$ cat src/dwg_pkg.sv
// Shared types, constants and micro-operation sequencing for the DAC waveform generator.
package dwg_pkg;

    localparam int CFG_IW  = 8;
    localparam int DATA_W  = 16;
    localparam int CODE_W  = 12;
    localparam int IDX_W   = 10;

    localparam logic [CFG_IW-1:0] CFG_SHAPE = 8'd0;
    localparam logic [CFG_IW-1:0] CFG_FREQ  = 8'd1;

    localparam logic [31:0] CLK_HZ     = 32'd72000000;
    localparam logic [31:0] FS_MAX     = 32'd500000;
    localparam logic [31:0] N_NUMER    = 32'd1000000;
    localparam logic [31:0] ONE_Q30    = 32'h4000_0000;
    localparam logic [31:0] PI_Q30     = 32'hC90F_DAA2;
    localparam logic [31:0] CODE_GAIN  = 32'd40950;
    localparam logic [31:0] CODE_BIAS  = 32'd540672;
    localparam logic [31:0] CODE_DIV   = 32'd1081344;
    localparam logic [31:0] TRI_GAIN   = 32'd163800;
    localparam logic [16:0] AMP_FULL   = 17'd32768;
    localparam logic [CODE_W-1:0] CODE_MID  = 12'd1241;
    localparam logic [CODE_W-1:0] CODE_HIGH = 12'd2482;
    localparam logic [1:0]  SHAPE_RST  = 2'd0;
    localparam logic [15:0] FREQ_RST   = 16'd1000;
    localparam logic [15:0] RELOAD_RST = 16'd71;

    typedef enum logic [1:0] {
        SH_OFF    = 2'd0,
        SH_SINE   = 2'd1,
        SH_TRI    = 2'd2,
        SH_SQUARE = 2'd3
    } t_shape;

    // Micro-operations run by the shared multiplier and divider.
    typedef enum logic [4:0] {
        U_NONE, U_RATE, U_DIV_R, U_DIV_N,
        U_PH, U_X, U_X2, U_T72, U_XTA, U_T42, U_XTB, U_T20, U_XTC, U_T6,
        U_S, U_U, U_CODE, U_TRI_M, U_TRI_D
    } t_uop;

    typedef struct packed {
        logic idle;
        logic mul_en;
        logic div_start;
        logic wb;
        logic out_load;
        t_uop uop;
    } t_cmd;

    typedef struct packed {
        logic   cfg_start;
        logic   point_start;
        t_shape shape;
        logic   div_done;
    } t_stat;

    function automatic t_uop uop_next(input t_uop u);
        t_uop nx;
        unique case (u)
            U_RATE:  nx = U_DIV_R;
            U_DIV_R: nx = U_DIV_N;
            U_PH:    nx = U_X;
            U_X:     nx = U_X2;
            U_X2:    nx = U_T72;
            U_T72:   nx = U_XTA;
            U_XTA:   nx = U_T42;
            U_T42:   nx = U_XTB;
            U_XTB:   nx = U_T20;
            U_T20:   nx = U_XTC;
            U_XTC:   nx = U_T6;
            U_T6:    nx = U_S;
            U_S:     nx = U_U;
            U_U:     nx = U_CODE;
            U_TRI_M: nx = U_TRI_D;
            default: nx = U_NONE;
        endcase
        return nx;
    endfunction

    function automatic logic uop_is_div(input t_uop u);
        logic d;
        case (u)
            U_DIV_R, U_DIV_N, U_PH, U_T72, U_T42, U_T20, U_T6, U_CODE, U_TRI_D: d = 1'b1;
            default: d = 1'b0;
        endcase
        return d;
    endfunction

endpackage

$ cat src/dac_waveform_generator.sv
// Top level of the table-driven DAC waveform generator.
//
// Each input word carries one 72 MHz timer tick (tick = 1) or nothing (tick = 0).
// Every reload + 1 ticks the block produces one output word: the 12-bit DAC code
// of the next point, its index within the period and a flag on the last point.
// A configuration write to shape or frequency_hz restarts the waveform at point 0
// and recomputes the points per period and the tick reload. That takes one
// multiply and two passes through the shared divider, during which the input
// channel stalls. Configuration is accepted only while the controller is idle.
// From the accepted tick to a valid output word, off and square need no arithmetic,
// triangle needs one multiply and one divide, and sine seven multiplies and six
// divides, all on the shared multiplier and the shared 2-bit-per-cycle divider.
// The input is stalled while a point is being computed. Ticks that produce no point
// are still accepted while an output word waits; a tick that would produce a point
// stalls until the waiting word has been taken by the receiver.
// Reset restores shape off, 1000 Hz, POINTS_MAX points and a reload of 71 without
// recomputing them; the output register is emptied.
module dac_waveform_generator #(
    parameter int POINTS_MAX = 1000
) (
    input  logic                       i_clk,
    input  logic                       i_rst_n,
    input  logic                       i_in_valid,
    output logic                       o_in_stall,
    input  logic                       i_in_tick,
    output logic                       o_out_valid,
    input  logic                       i_out_stall,
    output logic [dwg_pkg::CODE_W-1:0] o_dac_code,
    output logic [dwg_pkg::IDX_W-1:0]  o_point_index,
    output logic                       o_period_end,
    input  logic                       i_cfg_valid,
    output logic                       o_cfg_ready,
    input  logic [dwg_pkg::CFG_IW-1:0] i_cfg_index,
    input  logic [dwg_pkg::DATA_W-1:0] i_cfg_data
);
    import dwg_pkg::*;

    t_cmd  cmd;
    t_stat stat;

    // Sequencer for the restart and point computations.
    dwg_ctrl u_ctrl (
        .i_clk   (i_clk),
        .i_rst_n (i_rst_n),
        .i_stat  (stat),
        .o_cmd   (cmd)
    );

    // Counters, configuration, arithmetic units and the output register.
    dwg_dp #(
        .POINTS_MAX (POINTS_MAX)
    ) u_dp (
        .i_clk         (i_clk),
        .i_rst_n       (i_rst_n),
        .i_in_valid    (i_in_valid),
        .o_in_stall    (o_in_stall),
        .i_in_tick     (i_in_tick),
        .o_out_valid   (o_out_valid),
        .i_out_stall   (i_out_stall),
        .o_dac_code    (o_dac_code),
        .o_point_index (o_point_index),
        .o_period_end  (o_period_end),
        .i_cfg_valid   (i_cfg_valid),
        .o_cfg_ready   (o_cfg_ready),
        .i_cfg_index   (i_cfg_index),
        .i_cfg_data    (i_cfg_data),
        .i_cmd         (cmd),
        .o_stat        (stat)
    );
endmodule

$ cat src/dwg_div.sv
// Unsigned 32-bit restoring divider retiring two quotient bits per cycle.
module dwg_div (
    input  logic        i_clk,
    input  logic        i_rst_n,
    input  logic        i_start,
    input  logic [31:0] i_num,
    input  logic [31:0] i_den,
    output logic [31:0] o_quo,
    output logic        o_done
);
    logic [31:0] r_rem, n_rem;
    logic [31:0] r_quo, n_quo;
    logic [31:0] r_den;
    logic [3:0]  r_cnt;
    logic        r_busy;
    logic        r_done;
    logic [32:0] sh;

    always_comb begin
        n_rem = r_rem;
        n_quo = r_quo;
        sh    = '0;
        for (int j = 0; j < 2; j++) begin
            sh    = {n_rem, n_quo[31]};
            n_quo = {n_quo[30:0], 1'b0};
            if (sh >= {1'b0, r_den}) begin
                sh       = sh - {1'b0, r_den};
                n_quo[0] = 1'b1;
            end
            n_rem = sh[31:0];
        end
    end

    always_ff @(posedge i_clk) begin
        if (!i_rst_n) begin
            r_busy <= 1'b0;
            r_done <= 1'b0;
            r_cnt  <= '0;
        end else begin
            r_done <= 1'b0;
            if (i_start) begin
                r_busy <= 1'b1;
                r_cnt  <= '0;
                r_rem  <= '0;
                r_quo  <= i_num;
                r_den  <= i_den;
            end else if (r_busy) begin
                r_rem <= n_rem;
                r_quo <= n_quo;
                r_cnt <= r_cnt + 4'd1;
                if (r_cnt == 4'd15) begin
                    r_busy <= 1'b0;
                    r_done <= 1'b1;
                end
            end
        end
    end

    assign o_quo  = r_quo;
    assign o_done = r_done;
endmodule

$ cat src/dwg_dp.sv
// Datapath: registers, tick counting, shared multiplier and divider, output word register.
module dwg_dp #(
    parameter int POINTS_MAX = 1000
) (
    input  logic                      i_clk,
    input  logic                      i_rst_n,
    input  logic                      i_in_valid,
    output logic                      o_in_stall,
    input  logic                      i_in_tick,
    output logic                      o_out_valid,
    input  logic                      i_out_stall,
    output logic [dwg_pkg::CODE_W-1:0] o_dac_code,
    output logic [dwg_pkg::IDX_W-1:0]  o_point_index,
    output logic                      o_period_end,
    input  logic                      i_cfg_valid,
    output logic                      o_cfg_ready,
    input  logic [dwg_pkg::CFG_IW-1:0] i_cfg_index,
    input  logic [dwg_pkg::DATA_W-1:0] i_cfg_data,
    input  dwg_pkg::t_cmd             i_cmd,
    output dwg_pkg::t_stat            o_stat
);
    import dwg_pkg::*;

    localparam int NW = $clog2(POINTS_MAX + 1);
    localparam logic [NW-1:0] N_MAX = NW'(POINTS_MAX);

    logic [1:0]        r_shape;
    logic [15:0]       r_freq;
    logic [15:0]       r_count;
    logic [15:0]       r_reload;
    logic [NW-1:0]     r_n, r_pc, r_i;
    logic              r_last;
    logic [31:0]       r_rate, r_x, r_x2, r_t, r_m;
    logic [11:0]       r_phase;
    logic [16:0]       r_amp;
    logic [CODE_W-1:0] r_code;
    logic [63:0]       r_prod;
    logic              r_o_valid;
    logic [CODE_W-1:0] r_o_code;
    logic [IDX_W-1:0]  r_o_index;
    logic              r_o_end;

    logic          at_reload, in_acc, emit, cfg_wr, cfg_hit;
    logic [NW-1:0] i_new, h_new, h_cur, tri_num;
    logic [31:0]   n32, mul_a, mul_b, div_num, div_den, quo, qm1;
    logic          div_done;
    logic [10:0]   k;
    logic [16:0]   u;
    logic [32:0]   s_rnd;
    logic [17:0]   a18;

    assign at_reload   = (r_count >= r_reload);
    assign o_in_stall  = !i_cmd.idle || i_cfg_valid || (r_o_valid && at_reload);
    assign in_acc      = i_in_valid && !o_in_stall;
    assign emit        = in_acc && i_in_tick && at_reload;
    assign o_cfg_ready = i_cmd.idle;
    assign cfg_wr      = i_cfg_valid && i_cmd.idle;
    assign cfg_hit     = cfg_wr && ((i_cfg_index == CFG_SHAPE) || (i_cfg_index == CFG_FREQ));

    assign i_new   = (r_pc >= r_n) ? '0 : r_pc;
    assign h_new   = r_n >> 1;
    assign h_cur   = r_n >> 1;
    assign tri_num = (r_i < h_cur) ? r_i : (r_n - r_i);
    assign n32     = 32'(r_n);
    assign k       = r_phase[10] ? (11'd1024 - {1'b0, r_phase[9:0]}) : {1'b0, r_phase[9:0]};
    assign u       = r_phase[11] ? (AMP_FULL - r_amp) : (AMP_FULL + r_amp);
    assign s_rnd   = {1'b0, r_prod[61:30]} + 33'h0000_4000;
    assign a18     = s_rnd[32:15];
    assign qm1     = quo - 32'd1;

    // Operand selection for the shared units.
    always_comb begin
        mul_a   = '0;
        mul_b   = '0;
        div_num = '0;
        div_den = 32'd1;
        case (i_cmd.uop)
            U_RATE:  begin mul_a = 32'(POINTS_MAX); mul_b = 32'(r_freq); end
            U_DIV_R: begin
                div_num = CLK_HZ;
                div_den = (r_rate > FS_MAX) ? FS_MAX : r_rate;
            end
            U_DIV_N: begin
                div_num = N_NUMER + 32'(r_freq);
                div_den = {15'd0, r_freq, 1'b0};
            end
            U_PH:    begin div_num = (n32 << 13) - (n32 << 13) + (32'(r_i) << 13) + n32;
                           div_den = n32 << 1; end
            U_X:     begin mul_a = 32'(k); mul_b = PI_Q30; end
            U_X2:    begin mul_a = r_x; mul_b = r_x; end
            U_T72:   begin div_num = r_x2; div_den = 32'd72; end
            U_XTA, U_XTB, U_XTC: begin mul_a = r_x2; mul_b = r_t; end
            U_T42:   begin div_num = r_m; div_den = 32'd42; end
            U_T20:   begin div_num = r_m; div_den = 32'd20; end
            U_T6:    begin div_num = r_m; div_den = 32'd6; end
            U_S:     begin mul_a = r_x; mul_b = r_t; end
            U_U:     begin mul_a = 32'(u); mul_b = CODE_GAIN; end
            U_CODE:  begin div_num = r_m; div_den = CODE_DIV; end
            U_TRI_M: begin mul_a = 32'(tri_num); mul_b = TRI_GAIN; end
            U_TRI_D: begin div_num = r_m; div_den = (n32 << 6) + (n32 << 1); end
            default: ;
        endcase
    end

    dwg_div u_div (
        .i_clk   (i_clk),
        .i_rst_n (i_rst_n),
        .i_start (i_cmd.div_start),
        .i_num   (div_num),
        .i_den   (div_den),
        .o_quo   (quo),
        .o_done  (div_done)
    );

    always_ff @(posedge i_clk) begin
        if (i_cmd.mul_en) begin
            r_prod <= mul_a * mul_b;
        end
    end

    always_ff @(posedge i_clk) begin
        if (!i_rst_n) begin
            r_shape   <= SHAPE_RST;
            r_freq    <= FREQ_RST;
            r_count   <= '0;
            r_reload  <= RELOAD_RST;
            r_n       <= N_MAX;
            r_pc      <= '0;
            r_o_valid <= 1'b0;
        end else begin
            if (r_o_valid && !i_out_stall) begin
                r_o_valid <= 1'b0;
            end
            if (cfg_hit) begin
                if (i_cfg_index == CFG_SHAPE) begin
                    r_shape <= i_cfg_data[1:0];
                end else begin
                    r_freq <= i_cfg_data;
                end
                r_count <= '0;
                r_pc    <= '0;
            end
            if (in_acc && i_in_tick) begin
                if (at_reload) begin
                    r_count <= '0;
                    r_pc    <= ((i_new + 1'b1) >= r_n) ? '0 : (i_new + 1'b1);
                end else begin
                    r_count <= r_count + 16'd1;
                end
            end
            if (i_cmd.wb) begin
                case (i_cmd.uop)
                    U_DIV_R: begin
                        if (r_freq == 16'd0) begin
                            r_reload <= 16'hFFFF;
                        end else if (quo == 32'd0) begin
                            r_reload <= '0;
                        end else if (qm1 > 32'd65535) begin
                            r_reload <= 16'hFFFF;
                        end else begin
                            r_reload <= qm1[15:0];
                        end
                    end
                    U_DIV_N: begin
                        if (r_rate <= FS_MAX) begin
                            r_n <= N_MAX;
                        end else if (quo == 32'd0) begin
                            r_n <= NW'(1);
                        end else if (quo > 32'(POINTS_MAX)) begin
                            r_n <= N_MAX;
                        end else begin
                            r_n <= quo[NW-1:0];
                        end
                    end
                    default: ;
                endcase
            end
            if (i_cmd.out_load) begin
                r_o_valid <= 1'b1;
            end
        end
    end

    // Payload registers without reset.
    always_ff @(posedge i_clk) begin
        if (emit) begin
            r_i    <= i_new;
            r_last <= ((i_new + 1'b1) == r_n);
            if ((t_shape'(r_shape) == SH_SQUARE) && (i_new < h_new)) begin
                r_code <= CODE_HIGH;
            end else begin
                r_code <= CODE_MID;
            end
        end
        if (i_cmd.wb) begin
            case (i_cmd.uop)
                U_RATE:  r_rate  <= r_prod[31:0];
                U_PH:    r_phase <= quo[11:0];
                U_X:     r_x     <= r_prod[42:11];
                U_X2:    r_x2    <= r_prod[61:30];
                U_T72, U_T42, U_T20, U_T6: r_t <= ONE_Q30 - quo;
                U_XTA, U_XTB, U_XTC:       r_m <= r_prod[61:30];
                U_S:     r_amp   <= (a18 > 18'(AMP_FULL)) ? AMP_FULL : a18[16:0];
                U_U:     r_m     <= r_prod[31:0] + CODE_BIAS;
                U_TRI_M: r_m     <= {r_prod[30:0], 1'b0} + (n32 << 5) + n32;
                U_CODE, U_TRI_D: r_code <= quo[CODE_W-1:0];
                default: ;
            endcase
        end
        if (i_cmd.out_load) begin
            r_o_code  <= r_code;
            r_o_index <= IDX_W'(r_i);
            r_o_end   <= r_last;
        end
    end

    assign o_stat.cfg_start   = cfg_hit;
    assign o_stat.point_start = emit;
    assign o_stat.shape       = t_shape'(r_shape);
    assign o_stat.div_done    = div_done;

    assign o_out_valid   = r_o_valid;
    assign o_dac_code    = r_o_code;
    assign o_point_index = r_o_index;
    assign o_period_end  = r_o_end;
endmodule

$ cat src/dwg_ctrl.sv
// Controller: steps the micro-operation sequences for restart and for each point.
module dwg_ctrl (
    input  logic           i_clk,
    input  logic           i_rst_n,
    input  dwg_pkg::t_stat i_stat,
    output dwg_pkg::t_cmd  o_cmd
);
    import dwg_pkg::*;

    typedef enum logic [4:0] {
        S_IDLE  = 5'b00001,
        S_ISSUE = 5'b00010,
        S_MWB   = 5'b00100,
        S_DIV   = 5'b01000,
        S_DONE  = 5'b10000
    } t_state;

    t_state r_state, n_state;
    t_uop   r_uop, n_uop;
    logic   r_pt, n_pt;
    t_uop   nxt;

    assign nxt = uop_next(r_uop);

    always_comb begin
        n_state         = r_state;
        n_uop           = r_uop;
        n_pt            = r_pt;
        o_cmd.idle      = 1'b0;
        o_cmd.mul_en    = 1'b0;
        o_cmd.div_start = 1'b0;
        o_cmd.wb        = 1'b0;
        o_cmd.out_load  = 1'b0;
        o_cmd.uop       = r_uop;
        unique case (r_state)
            S_IDLE: begin
                o_cmd.idle = 1'b1;
                if (i_stat.cfg_start) begin
                    n_pt    = 1'b0;
                    n_uop   = U_RATE;
                    n_state = S_ISSUE;
                end else if (i_stat.point_start) begin
                    n_pt = 1'b1;
                    if (i_stat.shape == SH_SINE) begin
                        n_uop   = U_PH;
                        n_state = S_ISSUE;
                    end else if (i_stat.shape == SH_TRI) begin
                        n_uop   = U_TRI_M;
                        n_state = S_ISSUE;
                    end else begin
                        n_state = S_DONE;
                    end
                end
            end
            S_ISSUE: begin
                if (uop_is_div(r_uop)) begin
                    o_cmd.div_start = 1'b1;
                    n_state         = S_DIV;
                end else begin
                    o_cmd.mul_en = 1'b1;
                    n_state      = S_MWB;
                end
            end
            S_MWB, S_DIV: begin
                if ((r_state == S_MWB) || i_stat.div_done) begin
                    o_cmd.wb = 1'b1;
                    n_uop    = nxt;
                    if (nxt != U_NONE) begin
                        n_state = S_ISSUE;
                    end else begin
                        n_state = r_pt ? S_DONE : S_IDLE;
                    end
                end
            end
            S_DONE: begin
                o_cmd.out_load = 1'b1;
                n_state        = S_IDLE;
            end
            default: n_state = S_IDLE;
        endcase
    end

    always_ff @(posedge i_clk) begin
        if (!i_rst_n) begin
            r_state <= S_IDLE;
            r_uop   <= U_NONE;
            r_pt    <= 1'b0;
        end else begin
            r_state <= n_state;
            r_uop   <= n_uop;
            r_pt    <= n_pt;
        end
    end
endmodule
$ cat config.mk
export PLATFORM = sky130hd
export DESIGN_NAME = dac_waveform_generator
export DESIGN_NICKNAME = d
export VERILOG_FILES = /design/src/dwg_pkg.sv /design/src/dac_waveform_generator.sv /design/src/dwg_div.sv /design/src/dwg_dp.sv /design/src/dwg_ctrl.sv
export SDC_FILE = /design/constraint.sdc
export NUM_CORES = 2
export LEC_CHECK = 0
export BUFFER_PORTS_ARGS = -buffer_cell sky130_fd_sc_hd__buf_2
export CORE_MARGIN = 2
export CORE_UTILIZATION = 45
export DETAILED_ROUTE_END_ITERATION = 10
export GPL_ROUTABILITY_DRIVEN = 1
export REMOVE_ABC_BUFFERS = 1
export SLEW_MARGIN = 0
export SYNTH_ARGS = -nofsm -noshare
export SYNTH_HDL_FRONTEND = slang
export SYNTH_SLANG_ARGS = --single-unit
$ cat constraint.sdc
create_clock -name i_clk -period 14 [get_ports i_clk]
set_clock_uncertainty 0.1 [all_clocks]
set_input_delay 0.7 -clock i_clk [delete_from_list [all_inputs] [get_ports i_clk]]
set_output_delay 0.7 -clock i_clk [all_outputs]
set_load 0.005 [all_outputs]
== Word level (Yosys, flattened, before mapping) ==
Memories as Yosys holds them, arrays and structs flattened. A register that Yosys moved wholly into a read port is not among the register bits.
Index checks and enable logic that the tools add are counted.
W data, S select, Z words.
Storage, ports and cells
  bits in read-only memories: 192
  output and inout port bits: 26
  flip-flop bits (word level): 481
  memories: 2
  logic and storage cells: 219
  RAM bits: 0
  bits in latches: 0
Memory list
  (name not given): words 32, width 5, read ports 1, clocked after memory_dff 1, wr ports 0, line dwg_pkg.sv:60  | unique case (u)
  (name not given): words 32, width 1, read ports 1, clocked after memory_dff 1, wr ports 0, line dwg_pkg.sv:83  | case (u)
Operators by class
  $add $sub $neg: 20
  multiply operators: 1
  shift-type cells: 0
  muxes and demuxes: 69
  order comparisons: 12
  divide/modulo/power cells: 0
  eq/ne operators: 32
  bitwise logic cells: 3
  reduce and logical (&&, ||, !) cells: 50
Operators by type and width (number)
  $pmux W32 S6: 2
  $pmux W32 S9: 1
  $mux W32: 6
  $pmux W32 S5: 1
  $mux W16: 6
  $pmux W32 S3: 1
  $mux W10: 9
  $mux W5: 16
  $ge A33 B32 Y1: 2
  $add A32 B10 Y32: 2
  $sub A32 B32 Y32: 2
  $mul A32 B32 Y62: 1
  $mux W12: 4
  $eq A5 B4 Y1 const B: 9
  $add A32 B15 Y33 const B: 1
  $add A32 B15 Y32: 1
  $add A32 B20 Y32 const B: 1
  $add A32 B23 Y32: 1
  $gt A32 B10 Y1 const B: 1
  $gt A32 B16 Y1 const B: 1
  $gt A32 B19 Y1 const B: 1
  $le A32 B19 Y1 const B: 1
  $logic_not A32 Y1: 1
  $sub A31 B32 Y32 const A: 1
  49 further kinds: 115

== Depth between registers and ports, before layout ==
  word-level depth: 14
  mapped depth: 42
  mapped depth without buffers: 40

== By module ==
Synthesis repeated with hierarchy kept, for this count alone.
Unflattened totals
  cells, all modules: 6636
  area total of the unflattened synthesis: 61152.4 um^2
By module, submodules not included
  dwg_dp: sequential area each 10219.8 um^2, area an instance 52447.8 um^2, times used 1, cells each 5754
  dwg_div: sequential area each 3002.9 um^2, area an instance 7623.6 um^2, times used 1, cells each 750
  dwg_ctrl: sequential area each 340.3 um^2, area an instance 1081.0 um^2, times used 1, cells each 132

== Least setup slack after synthesis ==
No wires, ideal clock.
  path kind: reg2reg
  from: register u_dp.r_amp[5]
  to: register u_dp.r_prod[56] (data pin)
  library setup time: 259 ps
  data required time: 13641 ps
  stages on the path, launching flop included: 34
  slack: 4054 ps
  arrival time: 9587 ps
  period minus slack after synthesis: 9946 ps
  cells stage by stage: edfxtp_1 > or4_1 > or4_1 > or4_1 > o41ai_1 > xor2_1 > nand2_1 > nand2_2 > buf_2 > nand2_1 > fa_1 > inv_1 > fa_1 > inv_1 > fa_1 > fa_1 > inv_1 > fa_1 > fa_1 > fa_1 > inv_1 > fa_1 > inv_1 > ha_1 > and3_1 > and2_1 > a221o_1 > o2111a_1 > a21oi_1 > o2111ai_1 > a21boi_1 > a41o_1 > a21oi_1 > xnor2_1
Between the ends
  word-level cells in the longest chain between the ends: 4
  elaborated cells on any way between the ends: 5
RTL lines
  start, declared: line dwg_dp.sv:35  | logic [16:0] r_amp;
  start signal, assigned: line dwg_dp.sv:203  | U_S: r_amp <= (a18 > 18'(AMP_FULL)) ? AMP_FULL : a18[16:0];
  $add A16 B17 Y17 / $sub A16 B17 Y17 (equally long branches): line dwg_dp.sv:66  | assign u = r_phase[11] ? (AMP_FULL - r_amp) : (AMP_FULL + r_amp);
  $mux W17 *: line dwg_dp.sv:66
  $pmux W32 S6 *: line dwg_dp.sv:77  | case (i_cmd.uop)
  $mul A32 B32 Y62 *: line dwg_dp.sv:117  | r_prod <= mul_a * mul_b;
  end signal, assigned: line dwg_dp.sv:117
  end, declared: line dwg_dp.sv:37  | logic [63:0] r_prod;
Every way passes the cells marked *; elsewhere a longest branch is shown, timed or not.
A chain may end at the register's enable or synchronous reset.

== Worst setup path after layout ==
  from: register u_dp.r_n[1]
  to: register u_dp.r_prod[60] (data pin)
Between the ends
  word-level cells in the longest chain between the ends: 4
  elaborated cells on any way between the ends: 5
RTL lines
  start, declared: line dwg_dp.sv:31  | logic [NW-1:0] r_n, r_pc, r_i;
  start signal, assigned: line dwg_dp.sv:172  | r_n <= quo[NW-1:0];
  $sub A10 B10 Y10 / $lt A10 B9 Y1 (equally long branches): line dwg_dp.sv:63  | assign tri_num = (r_i < h_cur) ? r_i : (r_n - r_i);
  $mux W10 *: line dwg_dp.sv:63
  $pmux W32 S6 *: line dwg_dp.sv:77
  $mul A32 B32 Y62 *: line dwg_dp.sv:117
Marked as above.

==> results <==
- For this design, the CTS-stage hold fixing added 0 buffers.
- For this design the top-level I/O count stands at 56.
- The number of fillers in the final layout is between 10000 and 15000.
- The die width is 372.8 um.
- The die is around 370 um tall.
- The H-tree was split into 2 levels.
- OpenSTA, run right after detailed placement, puts the worst setup slack at around 2.7 ns.
- In the routed design, unresolved DRC markers number 0.
- For this design, the sink count on the clock tree is 487.
- The slew at the pin with the worst max-slew slack is between 1.5 and 2 ns.
- The root buffer cell chosen for the clock tree is sky130_fd_sc_hd__clkbuf_16.
- In this design, the critical path's most frequently occurring cell is sky130_fd_sc_hd__fa_1.
- The flow ran to the end, but the final reports show violations.
- In this run the deepest clock path goes through 3 buffers.
- The initial DRC count is between 4000 and 5000.
- The critical path in this run is classified as register to register.
- The post-synthesis instance area is 61200 um2.
- The path class of the lowest-slack min-delay path is primary input to register.
- The number of global-route vias before repair came to around 50000.
- The top cell type by area accounts for ~30% of the synthesized area.
- Counting flops and latches in the post-synthesis netlist gives 487.
- Subtracting the final worst setup slack from the clock period gives ~12 ns.
- Sequential elements use 22.16% of the synthesized area.
- The final reports fail on max-slew violations.
- The clock reaches the later pin of the worst-skew pair after approximately 0.64 ns.
- The number of different library cells used by synthesis comes to 90.
- The number of antenna violations at the first check in global routing is 8.
- Along the worst path, the maximum fanout reaches 12.
- At the worst endpoint, the arrival time is between 10 and 15 ns.
- The required time of the critical path is 14.28 ns.
- The count of final hold-check violations is 0.
- The worst setup path is captured at a register.
- The number of slew-limit violations in the final report is 6.
- The count of nets left with antenna violations after detail routing is 0.
- After global routing, the most crowded layer is met2.
- Headroom to the max-slew limit came out at -8.187%.
- The maximum operating frequency is around 87 MHz.
- The final critical path takes up between 80% and 90% of the cycle.
- The register clock-pin slew on the reported worst setup and hold paths is 0.06 ns.
- VDD sags by at most 116.2 uV.
- The delay of the slowest cell on the worst path is approximately 0.70 ns.
- Entering global routing, the biggest net connects 66 pins.
- The detailed-route wire length per cell is roughly 26 um.
- The total CTS buffers is 53.
- The number of port buffers is between 50 and 60.
- The area taken by flip-flops and latches is roughly 14000 um2.
- The met1 track demand over resource is 42.24%.
- The static power due to leakage is 30.65 nW.
- The worst setup path is launched from a register.
- The share of cells above drive strength 1 is 5.669%.
- The first detailed-routing pass took 8 iterations.
- Setup repair after global routing left no endpoint under its margin.
- The cell type with the highest aggregate area in the netlist is sky130_fd_sc_hd__fa_1.
- The cell count after synthesis came out at 6711.
- The number of rows created at floorplan is roughly 140.
- Adding up every negative setup slack in the final design gives 0 ns.
- The global route total overflow is 0.
- Once the clock tree was built, the resizer swapped 0 gates to a different size.
- The area overhead of the layout relative to synthesis is 7.387%.
- Yosys attributes the largest share of cell area to sky130_fd_sc_hd__fa_1, sky130_fd_sc_hd__edfxtp_1, sky130_fd_sc_hd__ha_1.
- Global routing used between 40% and 50% of the available met2 tracks.
- The weighted congestion at the end of routability-driven global placement is 1.017.
- The die covers about 140000 um2.
- For this design the ratio of total power to cell area is 51.56 nW/um2.
- The first global-routing pass estimated 328800 um of wire.
- The core area is 135300 um2.
- The post-DP HPWL is 168800 um.
- Buffers added to address setup during post-CTS repair amount to 0.
- The clock tree from TritonCTS is built.
- The initial standard-cell utilization of the core is a little under half.
- The via count of the routed design is approximately 50000.
- In the final layout, the multi-input gates occupy roughly 42000 um2.
- The final worst-path setup slack is between 2 and 2.5 ns.
- The met3 usage in global routing is around 5.4%.
- The fraction of registers with async set or reset after synthesis is 0%.
- The number of nets in the layout is 8013.
- Yosys mapped a number of flops with a built-in enable equal to between 300 and 400.
- Setup violations remaining at the end of the flow were counted as 0.
- The per-cell via count in the routed design is 5.855.
- Across the run, the number of max-cap violations was 0.
- Each instance of the synthesized netlist takes up on average about 9.1 um2.
- The global router's overall resource usage is 31.48%.
- The number of warnings reported in the yosys synthesis log is 0.
- The slowest cell on the critical path is sky130_fd_sc_hd__dfxtp_1.
- The post-detailed-routing wire length is 217600 um.
- In the synthesized netlist the dominant register cell turns out to be sky130_fd_sc_hd__edfxtp_1.
==> stage by stage <==
step                total power [mW]  hold WS, ns  instances  area (um2)  util [%]
finish                         3.389       0.1731       8486       65720     48.57
global route                   3.462       0.1689       8484       65720     48.57
CTS                            3.392       0.1403       8484       65720     48.57
detailed placement             1.928       0.3135       8385       63950     47.26
global placement               1.927       0.3142       8385       63950     47.26
floorplan                      1.721       0.3003       6388       59980         -
==> path summary, 6_finish.rpt <==
kind / from / to / slack, ns / cells past startpoint
setup / recovery: u_dp.r_n[1] / u_dp.r_prod[60] / 2.48 / 35
hold / removal: i_cfg_data[3] / u_dp.r_freq[3] / 0.17 / 3
setup reg to reg: u_dp.r_n[1] / u_dp.r_prod[60] / 2.48 / 35
hold reg to reg: u_dp.r_last / u_dp.o_period_end / 0.32 / 0
==> layout by cell type (no fill, tap or decap), types with 27 or more instances in the layout <==
cell / synthesis / final
sky130_fd_sc_hd__inv_1: 1153 / 1153
sky130_fd_sc_hd__a211oi_1: 30 / 29
sky130_fd_sc_hd__ha_1: 419 / 419
sky130_fd_sc_hd__nand3_1: 92 / 92
sky130_fd_sc_hd__mux2i_1: 40 / 40
sky130_fd_sc_hd__a21o_1: 92 / 92
sky130_fd_sc_hd__a21oi_1: 242 / 241
sky130_fd_sc_hd__fa_1: 905 / 905
sky130_fd_sc_hd__and2_1: 54 / 53
sky130_fd_sc_hd__xnor2_1: 144 / 144
sky130_fd_sc_hd__buf_4: 0 / 160
sky130_fd_sc_hd__buf_2: 10 / 55
sky130_fd_sc_hd__nor2b_1: 33 / 33
sky130_fd_sc_hd__and3_1: 58 / 57
sky130_fd_sc_hd__a221oi_1: 35 / 29
sky130_fd_sc_hd__nand2b_1: 46 / 46
sky130_fd_sc_hd__or3_1: 57 / 57
sky130_fd_sc_hd__clkbuf_16: 0 / 54
sky130_fd_sc_hd__a22oi_1: 69 / 66
sky130_fd_sc_hd__o21a_1: 27 / 27
sky130_fd_sc_hd__xor2_1: 97 / 97
sky130_fd_sc_hd__edfxtp_1: 381 / 381
sky130_fd_sc_hd__nor3_1: 131 / 124
sky130_fd_sc_hd__dfxtp_1: 106 / 106
sky130_fd_sc_hd__nand2_1: 965 / 965
sky130_fd_sc_hd__a31oi_1: 28 / 27
sky130_fd_sc_hd__a22o_1: 29 / 28
sky130_fd_sc_hd__nand4_1: 42 / 42
sky130_fd_sc_hd__nor2_1: 534 / 525
sky130_fd_sc_hd__o21ai_0: 201 / 200
==> cells in the mapped netlist, drive strengths merged, types with 93 or more instances <==
cell    instances
a21oi         243
nand2         966
fa            905
dfxtp         106
nor3          132
inv          1154
edfxtp        381
ha            419
nor2          535
xor2           97
clkbuf        304
xnor2         144
o21ai         216
nand3          93
==> logic make-up after synthesis <==
kind of cell | count (synthesis) | share of synthesized area, %
other | 1 | 0.006127
multiplexers | 49 | 0.8198
flip-flops | 487 | 22.16
adder cells (fa/ha/maj) | 1325 | 38.19
AND/OR/NAND/NOR | 2125 | 15.38
XOR/XNOR | 241 | 3.449
buffers and inverters | 1491 | 9.165
AO/OA/AOI/OAI | 992 | 10.83
==> area by class of cell <==
type / instances / share of cell area (%)
diodes: 2 / 0.007615
clock buffers: 62 / 2.102
clock inverters: 37 / 0.5902
inverters: 1156 / 6.602
multi-input cells: 4745 / 64.39
flip-flops and latches: 487 / 20.64
well taps: 1781 / 3.391
repair buffers: 216 / 2.277
==> layer usage <==
layer	routed length, um	part of all wire (%)	vias up
met5	40	0.018	-
met4	12730	5.9	8
met3	19720	9.1	518
met2	97530	45	2329
met1	87600	40	25160
li1	-	-	21670
==> critical path: cells and delay by family (launching register included) <==
family | cells | cell delay [ns]
fa+ha+maj | 10 | 4.84
simple gates | 4 | 0.65
buf+inv | 5 | 0.55
xor+xnor | 1 | 0.10
compound gates | 15 | 4.30
flops | 1 | 0.70
==> sequential cells by signal, summed over array words and instances, names as in the netlist, 16 cells and up, named ones only <==
signal and flops:
u_dp.r_prod 62, u_dp.r_m 32, u_dp.r_rate 32, u_dp.r_t 32
u_dp.r_x2 32, u_dp.r_x 32, u_dp.u_div.o_quo 32, u_dp.u_div.r_den 32
u_dp.u_div.r_rem 32, u_dp.r_amp 17, u_dp.r_count 16, u_dp.r_freq 16
u_dp.r_reload 16
==> report_power, final <==
group / switching [mW] / total, mW / internal (mW)
Clock: 0.653 / 1.48 / 0.823
Sequential: 0.0101 / 1.55 / 1.54
Combinational: 0.289 / 0.359 / 0.0692
Power figures use the tool's default switching activity.
